==> src/hw/rtl/ps2hrt_pkg.sv <==
// ----------------------------------------------------------------------------
// ps2hrt_pkg: shared types and codes for the PS/2 host response tracker
// Opcodes, action codes, device response bytes, beat structs and the
// status flag layout used by the tracker core, the receive ring and the top.
// ----------------------------------------------------------------------------
package ps2hrt_pkg;

    // Receive ring depth default
    localparam int RING_DEPTH_DEF = 16;

    // Configuration port geometry and register indexes
    localparam int CFG_IDX_W  = 1;
    localparam int CFG_DATA_W = 4;
    localparam logic [CFG_IDX_W-1:0] CFG_DEVICE_CLAIMED = 1'd0;
    localparam logic [CFG_IDX_W-1:0] CFG_MAX_RETRIES    = 1'd1;
    localparam logic [3:0] MAX_RETRIES_RST = 4'd3;
    localparam logic [3:0] RETRY_SAT       = 4'd15;

    // Reported fill width
    localparam int RING_COUNT_W = 5;

    // Opcodes
    localparam logic [2:0] OP_RX_BYTE = 3'd0;
    localparam logic [2:0] OP_SEND    = 3'd1;
    localparam logic [2:0] OP_READ    = 3'd2;
    localparam logic [2:0] OP_FLUSH   = 3'd3;
    localparam logic [2:0] OP_ATTACH  = 3'd4;

    // Action codes
    localparam logic [2:0] ACT_NONE     = 3'd0;
    localparam logic [2:0] ACT_TRANSMIT = 3'd1;
    localparam logic [2:0] ACT_FORWARD  = 3'd2;
    localparam logic [2:0] ACT_READ     = 3'd3;
    localparam logic [2:0] ACT_REJECT   = 3'd4;

    // Device responses
    localparam logic [7:0] RSP_ST_PASS  = 8'hAA;
    localparam logic [7:0] RSP_ECHO     = 8'hEE;
    localparam logic [7:0] RSP_ACK      = 8'hFA;
    localparam logic [7:0] RSP_ST_FAIL0 = 8'hFC;
    localparam logic [7:0] RSP_ST_FAIL1 = 8'hFD;
    localparam logic [7:0] RSP_RESEND   = 8'hFE;

    // Host commands with special handling
    localparam logic [7:0] CMD_RESET  = 8'hFF;
    localparam logic [7:0] CMD_ECHO   = 8'hEE;
    localparam logic [7:0] CMD_RESEND = 8'hFE;

    typedef struct packed {
        logic [2:0] opcode;
        logic [7:0] data_byte;
    } in_item_t;

    typedef struct packed {
        logic [2:0]              action;
        logic [7:0]              out_byte;
        logic                    link_up;
        logic                    self_test_done;
        logic                    self_test_ok;
        logic                    ack_seen;
        logic                    echo_seen;
        logic                    awaiting_ack;
        logic                    awaiting_self_test;
        logic [RING_COUNT_W-1:0] ring_count;
    } out_item_t;

    typedef struct packed {
        logic link;
        logic st_done;
        logic st_ok;
        logic ack;
        logic echo;
        logic aw_ack;
        logic aw_st;
    } status_t;

    typedef struct packed {
        logic push;
        logic pop;
        logic flush;
    } ring_ctrl_t;

    typedef struct packed {
        logic empty;
        logic full;
    } ring_stat_t;

    typedef struct packed {
        logic [2:0] action;
        logic [7:0] out_byte;
        logic       is_read;
        status_t    status;
    } core_res_t;

endpackage

==> src/hw/rtl/ps2_host_response_tracker_unit.sv <==
// ----------------------------------------------------------------------------
// ps2_host_response_tracker_unit: PS/2 host command and response tracker
// Input register, tracking core and receive ring, result register.
// ----------------------------------------------------------------------------
// Each beat on the input channel (received byte, command send, ring read,
// ring flush or attach mark) gives exactly one result beat, via the input and
// result registers. One beat is accepted every cycle while the output is free:
// the input register feeds a single combinational decode into the result
// register, and the ring is read through its registered read port in that
// same step. The result carries the action, the byte sent, forwarded or
// read, the status flags and the ring fill after the beat. Configuration
// writes (index 0 device claimed, index 1 retry limit) take effect at once
// and are meant for idle periods. No clearing pass is needed after reset.
module ps2_host_response_tracker_unit #(
    parameter int RING_DEPTH = ps2hrt_pkg::RING_DEPTH_DEF
) (
    input  logic                               clk,
    input  logic                               rst_n,
    input  logic                               in_valid,
    output logic                               in_ready,
    input  ps2hrt_pkg::in_item_t               in_data,
    output logic                               out_valid,
    input  logic                               out_ready,
    output ps2hrt_pkg::out_item_t              out_data,
    input  logic                               cfg_we,
    input  logic [ps2hrt_pkg::CFG_IDX_W-1:0]   cfg_index,
    input  logic [ps2hrt_pkg::CFG_DATA_W-1:0]  cfg_data
);
    import ps2hrt_pkg::*;

    localparam int CNT_W = $clog2(RING_DEPTH + 1);

    logic                    s1_valid_reg;
    in_item_t                s1_item_reg;
    logic                    out_valid_reg;
    core_res_t               out_res_reg;
    logic [RING_COUNT_W-1:0] out_count_reg;
    logic                    out_free;
    logic                    fire;
    core_res_t               res;
    ring_ctrl_t              ring_ctrl;
    ring_stat_t              ring_stat;
    logic [CNT_W-1:0]        fill_next;
    logic [7:0]              rd_byte;

    // Handshake
    assign out_free  = !out_valid_reg || out_ready;
    assign fire      = s1_valid_reg && out_free;
    assign in_ready  = !s1_valid_reg || out_free;
    assign out_valid = out_valid_reg;

    // Input register
    always_ff @(posedge clk or negedge rst_n)
    begin
        if (!rst_n)
        begin
            s1_valid_reg <= 1'b0;
        end
        else if (in_ready)
        begin
            s1_valid_reg <= in_valid;
        end
    end

    always_ff @(posedge clk)
    begin
        if (in_valid && in_ready)
        begin
            s1_item_reg <= in_data;
        end
    end

    ps2hrt_core u_core (
        .clk       (clk),
        .rst_n     (rst_n),
        .cfg_we    (cfg_we),
        .cfg_index (cfg_index),
        .cfg_data  (cfg_data),
        .fire      (fire),
        .item      (s1_item_reg),
        .ring_stat (ring_stat),
        .ring_ctrl (ring_ctrl),
        .res       (res)
    );

    ps2hrt_ring #(
        .RING_DEPTH (RING_DEPTH)
    ) u_ring (
        .clk       (clk),
        .rst_n     (rst_n),
        .ctrl      (ring_ctrl),
        .wr_byte   (s1_item_reg.data_byte),
        .stat      (ring_stat),
        .fill_next (fill_next),
        .rd_byte   (rd_byte)
    );

    // Result register
    always_ff @(posedge clk or negedge rst_n)
    begin
        if (!rst_n)
        begin
            out_valid_reg <= 1'b0;
        end
        else if (out_free)
        begin
            out_valid_reg <= s1_valid_reg;
        end
    end

    always_ff @(posedge clk)
    begin
        if (fire)
        begin
            out_res_reg   <= res;
            out_count_reg <= RING_COUNT_W'(fill_next);
        end
    end

    // Result beat; read data comes from the ring's registered port
    always_comb
    begin
        out_data.action             = out_res_reg.action;
        out_data.out_byte           = out_res_reg.is_read ? rd_byte : out_res_reg.out_byte;
        out_data.link_up            = out_res_reg.status.link;
        out_data.self_test_done     = out_res_reg.status.st_done;
        out_data.self_test_ok       = out_res_reg.status.st_ok;
        out_data.ack_seen           = out_res_reg.status.ack;
        out_data.echo_seen          = out_res_reg.status.echo;
        out_data.awaiting_ack       = out_res_reg.status.aw_ack;
        out_data.awaiting_self_test = out_res_reg.status.aw_st;
        out_data.ring_count         = out_count_reg;
    end

endmodule

==> src/hw/rtl/ps2hrt_ring.sv <==
// ----------------------------------------------------------------------------
// ps2hrt_ring: receive byte ring
// Single-port-write, single-port-read byte memory with wrapping pointers and
// a fill counter. Read data is registered and held until the next pop.
// ----------------------------------------------------------------------------
module ps2hrt_ring #(
    parameter int  RING_DEPTH = ps2hrt_pkg::RING_DEPTH_DEF,
    localparam int PTR_W      = (RING_DEPTH > 1) ? $clog2(RING_DEPTH) : 1,
    localparam int CNT_W      = $clog2(RING_DEPTH + 1)
) (
    input  logic                   clk,
    input  logic                   rst_n,
    input  ps2hrt_pkg::ring_ctrl_t ctrl,
    input  logic [7:0]             wr_byte,
    output ps2hrt_pkg::ring_stat_t stat,
    output logic [CNT_W-1:0]       fill_next,
    output logic [7:0]             rd_byte
);
    import ps2hrt_pkg::*;

    logic [7:0]       mem [RING_DEPTH];
    logic [PTR_W-1:0] rd_ptr_reg;
    logic [PTR_W-1:0] rd_ptr_next;
    logic [PTR_W-1:0] wr_ptr_reg;
    logic [PTR_W-1:0] wr_ptr_next;
    logic [CNT_W-1:0] fill_reg;
    logic [7:0]       rd_byte_reg;

    // Status seen by the core
    assign stat.empty = (fill_reg == '0);
    assign stat.full  = (fill_reg == CNT_W'(RING_DEPTH));
    assign rd_byte    = rd_byte_reg;

    // Next pointers and fill
    always_comb
    begin
        rd_ptr_next = rd_ptr_reg;
        wr_ptr_next = wr_ptr_reg;
        fill_next   = fill_reg;
        if (ctrl.flush)
        begin
            rd_ptr_next = '0;
            wr_ptr_next = '0;
            fill_next   = '0;
        end
        else if (ctrl.push)
        begin
            wr_ptr_next = (wr_ptr_reg == PTR_W'(RING_DEPTH - 1)) ? '0 : wr_ptr_reg + 1'b1;
            fill_next   = fill_reg + 1'b1;
        end
        else if (ctrl.pop)
        begin
            rd_ptr_next = (rd_ptr_reg == PTR_W'(RING_DEPTH - 1)) ? '0 : rd_ptr_reg + 1'b1;
            fill_next   = fill_reg - 1'b1;
        end
    end

    // Pointer and fill registers
    always_ff @(posedge clk or negedge rst_n)
    begin
        if (!rst_n)
        begin
            rd_ptr_reg <= '0;
            wr_ptr_reg <= '0;
            fill_reg   <= '0;
        end
        else
        begin
            rd_ptr_reg <= rd_ptr_next;
            wr_ptr_reg <= wr_ptr_next;
            fill_reg   <= fill_next;
        end
    end

    // Byte store: write on push, registered read on pop
    always_ff @(posedge clk)
    begin
        if (ctrl.push)
        begin
            mem[wr_ptr_reg] <= wr_byte;
        end
        if (ctrl.pop)
        begin
            rd_byte_reg <= mem[rd_ptr_reg];
        end
    end

endmodule

==> src/hw/rtl/ps2hrt_core.sv <==
// ----------------------------------------------------------------------------
// ps2hrt_core: command and response tracking
// Holds the configuration registers, status flags, last command and retry
// count; decodes one beat per cycle, when fire is set, into a result and ring control.
// ----------------------------------------------------------------------------
module ps2hrt_core (
    input  logic                                  clk,
    input  logic                                  rst_n,
    input  logic                                  cfg_we,
    input  logic [ps2hrt_pkg::CFG_IDX_W-1:0]      cfg_index,
    input  logic [ps2hrt_pkg::CFG_DATA_W-1:0]     cfg_data,
    input  logic                                  fire,
    input  ps2hrt_pkg::in_item_t                  item,
    input  ps2hrt_pkg::ring_stat_t                ring_stat,
    output ps2hrt_pkg::ring_ctrl_t                ring_ctrl,
    output ps2hrt_pkg::core_res_t                 res
);
    import ps2hrt_pkg::*;

    logic       claimed_reg;
    logic [3:0] max_retries_reg;
    status_t    status_reg;
    status_t    status_next;
    logic [7:0] last_cmd_reg;
    logic [7:0] last_cmd_next;
    logic [3:0] retry_reg;
    logic [3:0] retry_next;
    logic [3:0] retry_inc;
    ring_ctrl_t ctrl_raw;

    // Waits armed by a command going out
    function automatic status_t arm_for(input status_t st, input logic [7:0] cmd);
        status_t r;
        r = st;
        if (cmd == CMD_RESET)
        begin
            r.st_done = 1'b0;
            r.aw_st   = 1'b1;
        end
        else if (cmd != CMD_ECHO && cmd != CMD_RESEND)
        begin
            r.aw_ack = 1'b1;
            r.ack    = 1'b0;
        end
        return r;
    endfunction

    assign retry_inc = (retry_reg < RETRY_SAT) ? retry_reg + 1'b1 : retry_reg;

    // Beat decode
    always_comb
    begin
        status_next   = status_reg;
        last_cmd_next = last_cmd_reg;
        retry_next    = retry_reg;
        ctrl_raw      = '0;
        res.action    = ACT_NONE;
        res.out_byte  = '0;
        res.is_read   = 1'b0;
        case (item.opcode)
            OP_RX_BYTE:
            begin
                case (item.data_byte)
                    RSP_ST_PASS:
                    begin
                        status_next.st_done = 1'b1;
                        status_next.st_ok   = 1'b1;
                        status_next.aw_st   = 1'b0;
                    end
                    RSP_ECHO:
                    begin
                        status_next.echo = 1'b1;
                    end
                    RSP_ACK:
                    begin
                        status_next.ack    = 1'b1;
                        status_next.aw_ack = 1'b0;
                    end
                    RSP_ST_FAIL0, RSP_ST_FAIL1:
                    begin
                        status_next.st_done = 1'b1;
                        status_next.link    = 1'b0;
                        status_next.aw_st   = 1'b0;
                        status_next.st_ok   = 1'b0;
                    end
                    RSP_RESEND:
                    begin
                        // retry count is kept across retransmissions
                        status_next.aw_ack = 1'b0;
                        retry_next         = retry_inc;
                        if (retry_inc >= max_retries_reg)
                        begin
                            status_next.link = 1'b0;
                        end
                        else
                        begin
                            status_next  = arm_for(status_next, last_cmd_reg);
                            res.action   = ACT_TRANSMIT;
                            res.out_byte = last_cmd_reg;
                        end
                    end
                    default:
                    begin
                        // plain data: child, ring, or dropped when full
                        if (claimed_reg)
                        begin
                            res.action   = ACT_FORWARD;
                            res.out_byte = item.data_byte;
                        end
                        else if (!ring_stat.full)
                        begin
                            ctrl_raw.push = 1'b1;
                        end
                    end
                endcase
            end
            OP_SEND:
            begin
                if (status_reg.aw_ack || status_reg.aw_st)
                begin
                    res.action = ACT_REJECT;
                end
                else
                begin
                    status_next = arm_for(status_reg, item.data_byte);
                    if (item.data_byte != CMD_RESEND)
                    begin
                        last_cmd_next = item.data_byte;
                        retry_next    = '0;
                    end
                    res.action   = ACT_TRANSMIT;
                    res.out_byte = item.data_byte;
                end
            end
            OP_READ:
            begin
                if (ring_stat.empty)
                begin
                    res.action = ACT_REJECT;
                end
                else
                begin
                    ctrl_raw.pop = 1'b1;
                    res.action   = ACT_READ;
                    res.is_read  = 1'b1;
                end
            end
            OP_FLUSH:
            begin
                ctrl_raw.flush = 1'b1;
            end
            OP_ATTACH:
            begin
                status_next.link = 1'b1;
            end
            default:
            begin
                res.action = ACT_NONE;
            end
        endcase
        res.status = status_next;
    end

    // Ring moves only on a processed beat
    assign ring_ctrl.push  = ctrl_raw.push  & fire;
    assign ring_ctrl.pop   = ctrl_raw.pop   & fire;
    assign ring_ctrl.flush = ctrl_raw.flush & fire;

    // Configuration registers
    always_ff @(posedge clk or negedge rst_n)
    begin
        if (!rst_n)
        begin
            claimed_reg     <= 1'b0;
            max_retries_reg <= MAX_RETRIES_RST;
        end
        else if (cfg_we)
        begin
            case (cfg_index)
                CFG_DEVICE_CLAIMED: claimed_reg     <= cfg_data[0];
                CFG_MAX_RETRIES:    max_retries_reg <= cfg_data[3:0];
                default:            claimed_reg     <= claimed_reg;
            endcase
        end
    end

    // Tracking state
    always_ff @(posedge clk or negedge rst_n)
    begin
        if (!rst_n)
        begin
            status_reg   <= '0;
            last_cmd_reg <= '0;
            retry_reg    <= '0;
        end
        else if (fire)
        begin
            status_reg   <= status_next;
            last_cmd_reg <= last_cmd_next;
            retry_reg    <= retry_next;
        end
    end

endmodule
==> config.mk <==
export PLATFORM = sky130hd
export DESIGN_NAME = ps2_host_response_tracker_unit
export DESIGN_NICKNAME = d
export VERILOG_FILES = /design/src/hw/rtl/ps2hrt_pkg.sv /design/src/hw/rtl/ps2_host_response_tracker_unit.sv /design/src/hw/rtl/ps2hrt_ring.sv /design/src/hw/rtl/ps2hrt_core.sv
export SDC_FILE = /design/constraint.sdc
export NUM_CORES = 1
export LEC_CHECK = 0
export BUFFER_PORTS_ARGS = -buffer_cell sky130_fd_sc_hd__buf_4
export CAP_MARGIN = 10
export CORE_MARGIN = 10
export CORE_UTILIZATION = 38
export CTS_BUF_LIST = sky130_fd_sc_hd__clkbuf_8
export CTS_CLUSTER_DIAMETER = 150
export DETAILED_ROUTE_END_ITERATION = 12
export PLACE_DENSITY = 0.57
export SYNTH_ARGS = -nofsm -noshare
export SYNTH_HDL_FRONTEND = slang
export SYNTH_HIERARCHICAL = 1
export SYNTH_SLANG_ARGS = --single-unit
export TNS_END_PERCENT = 30
==> constraint.sdc <==
create_clock -name clk -period 3.9 [get_ports clk]
set_clock_uncertainty 0.05 [all_clocks]
set_input_delay 0.78 -clock clk [delete_from_list [all_inputs] [get_ports clk]]
set_output_delay 0.78 -clock clk [all_outputs]
set_load 0.02 [all_outputs]
==> impl_metrics.py <==
metrics = {
    "sta": {
        "setup-violations-final": 0,
        "max_freq_ghz": 0.312,
        "post-route-min-period_ns": 3.21,
        "final_setup_tns_ns": 0,
        "slew_viol_final": 0,
        "period_share_pct": 82.3,
        "hold_fails_final_rpt": 0,
        "worst_slew_margin_pct": 39.1,
        "worstMarginPinSlew_ns": 0.913,
        "setup_repair_after_global_routing_missed_its_margin": "no",
    },
    "grt": {
        "grt_util_all_layers_pct": 14.3,
        "grt-ovfl-total": 0,
        "number_of_global_route_vias_before_repair": 6023,
        "grt_pass1_wl_mm": 34.9,
        "number_of_antenna_violations_at_the_first_check_in_global_routing": 0,
        "grt_start_max_net_pins": 53,
    },
    "clocking": {
        "clkLatencyLatePin_ns": 0.53,
        "path_clk_slew_ns": 0.06,
        "clk_root_buffer_cell": "sky130_fd_sc_hd__clkbuf_8",
        "cts_max_level": 2,
        "clock_tree_from_tritoncts": "built",
        "cts_setup_buffers": 0,
        "clock_tree.buffer_depth": 3,
        "ctsHoldBuffers": 0,
        "clock_buffer_count_from_cts": 37,
        "numClockSinks": 210,
        "cts_resized": 0,
    },
    "setup_path": {
        "cell_type_of_the_slowest_stage_on_the_worst_timing_path": "sky130_fd_sc_hd__edfxtp_1",
        "critical-path-top-delay-family": "simple AND/OR/NAND/NOR gates",
        "cp-end-kind": "register",
        "timing.setup.critical_path_class": "reg2reg",
        "setup.worst_path.start_class": "register",
        "slowest_delay_ns": 0.94,
        "cp.required_ns": 4.00,
        "cp_cell_sequence": "nor2b_1 > o2111ai_1 > nand3_1 > nor4_2 > buf_4 > and3_1 > and2_1",
        "cp_max_fo": 26,
        "crit_buf_inv": 1,
        "critPathArrivalTime_ns": 3.31,
    },
    "synthesis": {
        "netlist_instances": 624,
        "synth_sequential_area_ratio_pct": 65.3,
        "synth_seq_cells": 210,
        "edff_count_synth": 171,
        "synth-main-ff-cell": "sky130_fd_sc_hd__edfxtp_1",
        "yosys_warnings": 6,
        "synth_area_per_inst_um2": 15.0,
        "netlist-cell-type-count": 68,
        "synth.cell_area_um2": 9360,
        "fraction_of_registers_with_async_set_or_reset_after_synthesis_pct": 18.6,
        "mappedNetlistNets": 657,
    },
    "power_and_ir_drop": {
        "p_leak_nw": 3.87,
        "total_power_divided_by_cell_area_nw_per_um2": 555,
        "irDropWorstVdd_mv": 0.340,
    },
    "drt": {
        "first_iter_violations": 489,
        "avgViaCountPerCell": 5.43,
        "antenna_violating_nets_post_route": 0,
        "drcViolationCount": 0,
        "vias": 5635,
        "routed_length_per_instance_um": 21.4,
        "dr.pass1.iters": 6,
        "postRouteWirelength_mm": 22.2,
    },
    "floorplan": {
        "core_area_um2": 24200,
        "chipWidth_um": 177,
        "ioPinCount": 46,
        "rows": 57,
        "floorplan.initialDensity_pct": 38.6,
        "die_area_um2": 31300,
        "floorplan.die.height_um": 177,
    },
    "outcome": {
        "outcome": "finished, final reports clean",
    },
    "finish": {
        "layout.nets": 717,
        "layout.cells.non_filler": 1037,
        "syn2layout_area_growth_pct": 13.6,
        "fillCellCount": 2190,
        "final_layout_size_suffix_gt1_share_pct": 23.0,
        "register_area_um2": 6110,
        "antenna-diode-count": 0,
        "number_of_flip_flops_under_the_largest_register_name": 128,
        "multi_input_comb_area_um2": 2870,
    },
    "placement": {
        "place.gp.congestion": 0.875,
        "placedCellCount": 969,
        "hpwl_mm": 14.8,
        "io_buffers": 45,
    },
    "min_path": {
        "hold_path_class": "in2async",
    },
    "run": {
        "drv_cap": 0,
    },
}
[through the flow]
stage                     cell area, µm²  hold slack, ns  power (mW)  util [%]  worst slack (ns)
after floorplan                     9360           0.393        3.73         -             0.212
after global placement              9950           0.403        4.07      41.0             0.886
after detailed placement            9950           0.407        4.11      41.0             0.702
after CTS                          10600           0.181        5.97      43.9             0.643
after global routing               10600           0.209        6.21      43.9             0.363
final                              10600           0.175        5.91      43.9             0.691
[synth_stat cells (7+ instances only)]
library cell / instances / share of area, %
sky130_fd_sc_hd__o21ai_0: 31 / 1.7
sky130_fd_sc_hd__nand2_1: 30 / 1.2
sky130_fd_sc_hd__nor3_1: 9 / 0.48
sky130_fd_sc_hd__nand2b_1: 8 / 0.53
sky130_fd_sc_hd__o21ai_1: 8 / 0.43
sky130_fd_sc_hd__nand3_1: 8 / 0.43
sky130_fd_sc_hd__nor3b_1: 7 / 0.56
sky130_fd_sc_hd__mux2i_1: 33 / 3.5
sky130_fd_sc_hd__mux4_2: 16 / 3.9
sky130_fd_sc_hd__buf_2: 8 / 0.43
sky130_fd_sc_hd__inv_1: 23 / 0.92
sky130_fd_sc_hd__a221oi_2: 10 / 1.6
sky130_fd_sc_hd__buf_4: 15 / 1.2
sky130_fd_sc_hd__a32oi_1: 8 / 0.75
sky130_fd_sc_hd__and2_1: 13 / 0.87
sky130_fd_sc_hd__a221oi_1: 8 / 0.75
sky130_fd_sc_hd__nand4_1: 9 / 0.60
sky130_fd_sc_hd__a21oi_1: 15 / 0.80
sky130_fd_sc_hd__a22oi_1: 9 / 0.72
sky130_fd_sc_hd__edfxtp_1: 171 / 55
sky130_fd_sc_hd__mux2_4: 8 / 1.3
sky130_fd_sc_hd__buf_6: 8 / 0.96
sky130_fd_sc_hd__ha_1: 12 / 1.6
sky130_fd_sc_hd__clkbuf_1: 9 / 0.36
sky130_fd_sc_hd__dfrtp_1: 37 / 9.9
sky130_fd_sc_hd__nor2_1: 27 / 1.1
[placed cells by master (no fill, tap or decap), types with 10 or more instances in the layout]
| cell type | netlist | final |
|---|---|---|
| sky130_fd_sc_hd__edfxtp_1 | 171 | 171 |
| sky130_fd_sc_hd__buf_4 | 15 | 61 |
| sky130_fd_sc_hd__clkbuf_8 | 0 | 42 |
| sky130_fd_sc_hd__inv_1 | 23 | 37 |
| sky130_fd_sc_hd__dfrtp_1 | 37 | 36 |
| sky130_fd_sc_hd__mux2i_1 | 33 | 33 |
| sky130_fd_sc_hd__o21ai_0 | 31 | 31 |
| sky130_fd_sc_hd__nand2_1 | 30 | 30 |
| sky130_fd_sc_hd__nor2_1 | 27 | 27 |
| sky130_fd_sc_hd__mux4_2 | 16 | 16 |
| sky130_fd_sc_hd__a21oi_1 | 15 | 15 |
| sky130_fd_sc_hd__and2_1 | 13 | 12 |
| sky130_fd_sc_hd__ha_1 | 12 | 12 |
| sky130_fd_sc_hd__clkinv_1 | 0 | 10 |
| sky130_fd_sc_hd__a221oi_2 | 10 | 10 |
[area by class of cell]
| type | count | area share, % |
|---|---|---|
| repair buffers | 62 | 4.49 |
| inverters | 23 | 0.812 |
| clock inverters | 26 | 0.965 |
| flip-flops and latches | 210 | 57.5 |
| multi-input cells | 350 | 27.0 |
| well taps | 324 | 3.81 |
| clock buffers | 42 | 5.44 |
[worst paths after layout]
check,slack [ns],to,from,depth (start not counted)
setup reg to reg,0.69,u_ring/mem[12][6],s1_item_reg[1],7
min in group clk,0.37,s1_item_reg[10],in_data[10],1
setup / recovery,0.69,u_ring/mem[12][6],s1_item_reg[1],7
max in group asynchronous,3.20,u_ring/rd_ptr_reg[0],rst_n,1
hold reg to reg,0.42,u_core/status_reg[2],u_core/status_reg[2],1
hold / removal,0.17,u_core/status_reg[0],rst_n,1
[power breakdown]
part | total [mW] | internal (mW) | switching, mW
Clock | 1.84 | 0.981 | 0.859
Combinational | 1.29 | 0.541 | 0.752
Sequential | 2.77 | 2.61 | 0.161
[per-layer routing]
layer	global-route usage, %	share of wire (%)	up-vias
li1	-	-	2567
met1	19.6	47	2867
met2	22.1	47	171
met3	2.69	4.6	30
met4	5.36	2.2	0
met5	0	0	-
[kinds of logic (layout without fill, tap and decap cells)]
| family | count (synthesis) | in the layout | synth area share [%] |
|---|---|---|---|
| buffers and inverters | 64 | 153 | 4.09 |
| XOR/XNOR | 8 | 8 | 0.749 |
| AO/OA/AOI/OAI | 123 | 123 | 9.73 |
| flip-flops | 210 | 210 | 65.3 |
| adder cells (fa/ha/maj) | 12 | 12 | 1.60 |
| AND/OR/NAND/NOR | 145 | 145 | 9.23 |
| multiplexers | 62 | 62 | 9.27 |
No activity file was read; power rests on OpenSTA's default activity.
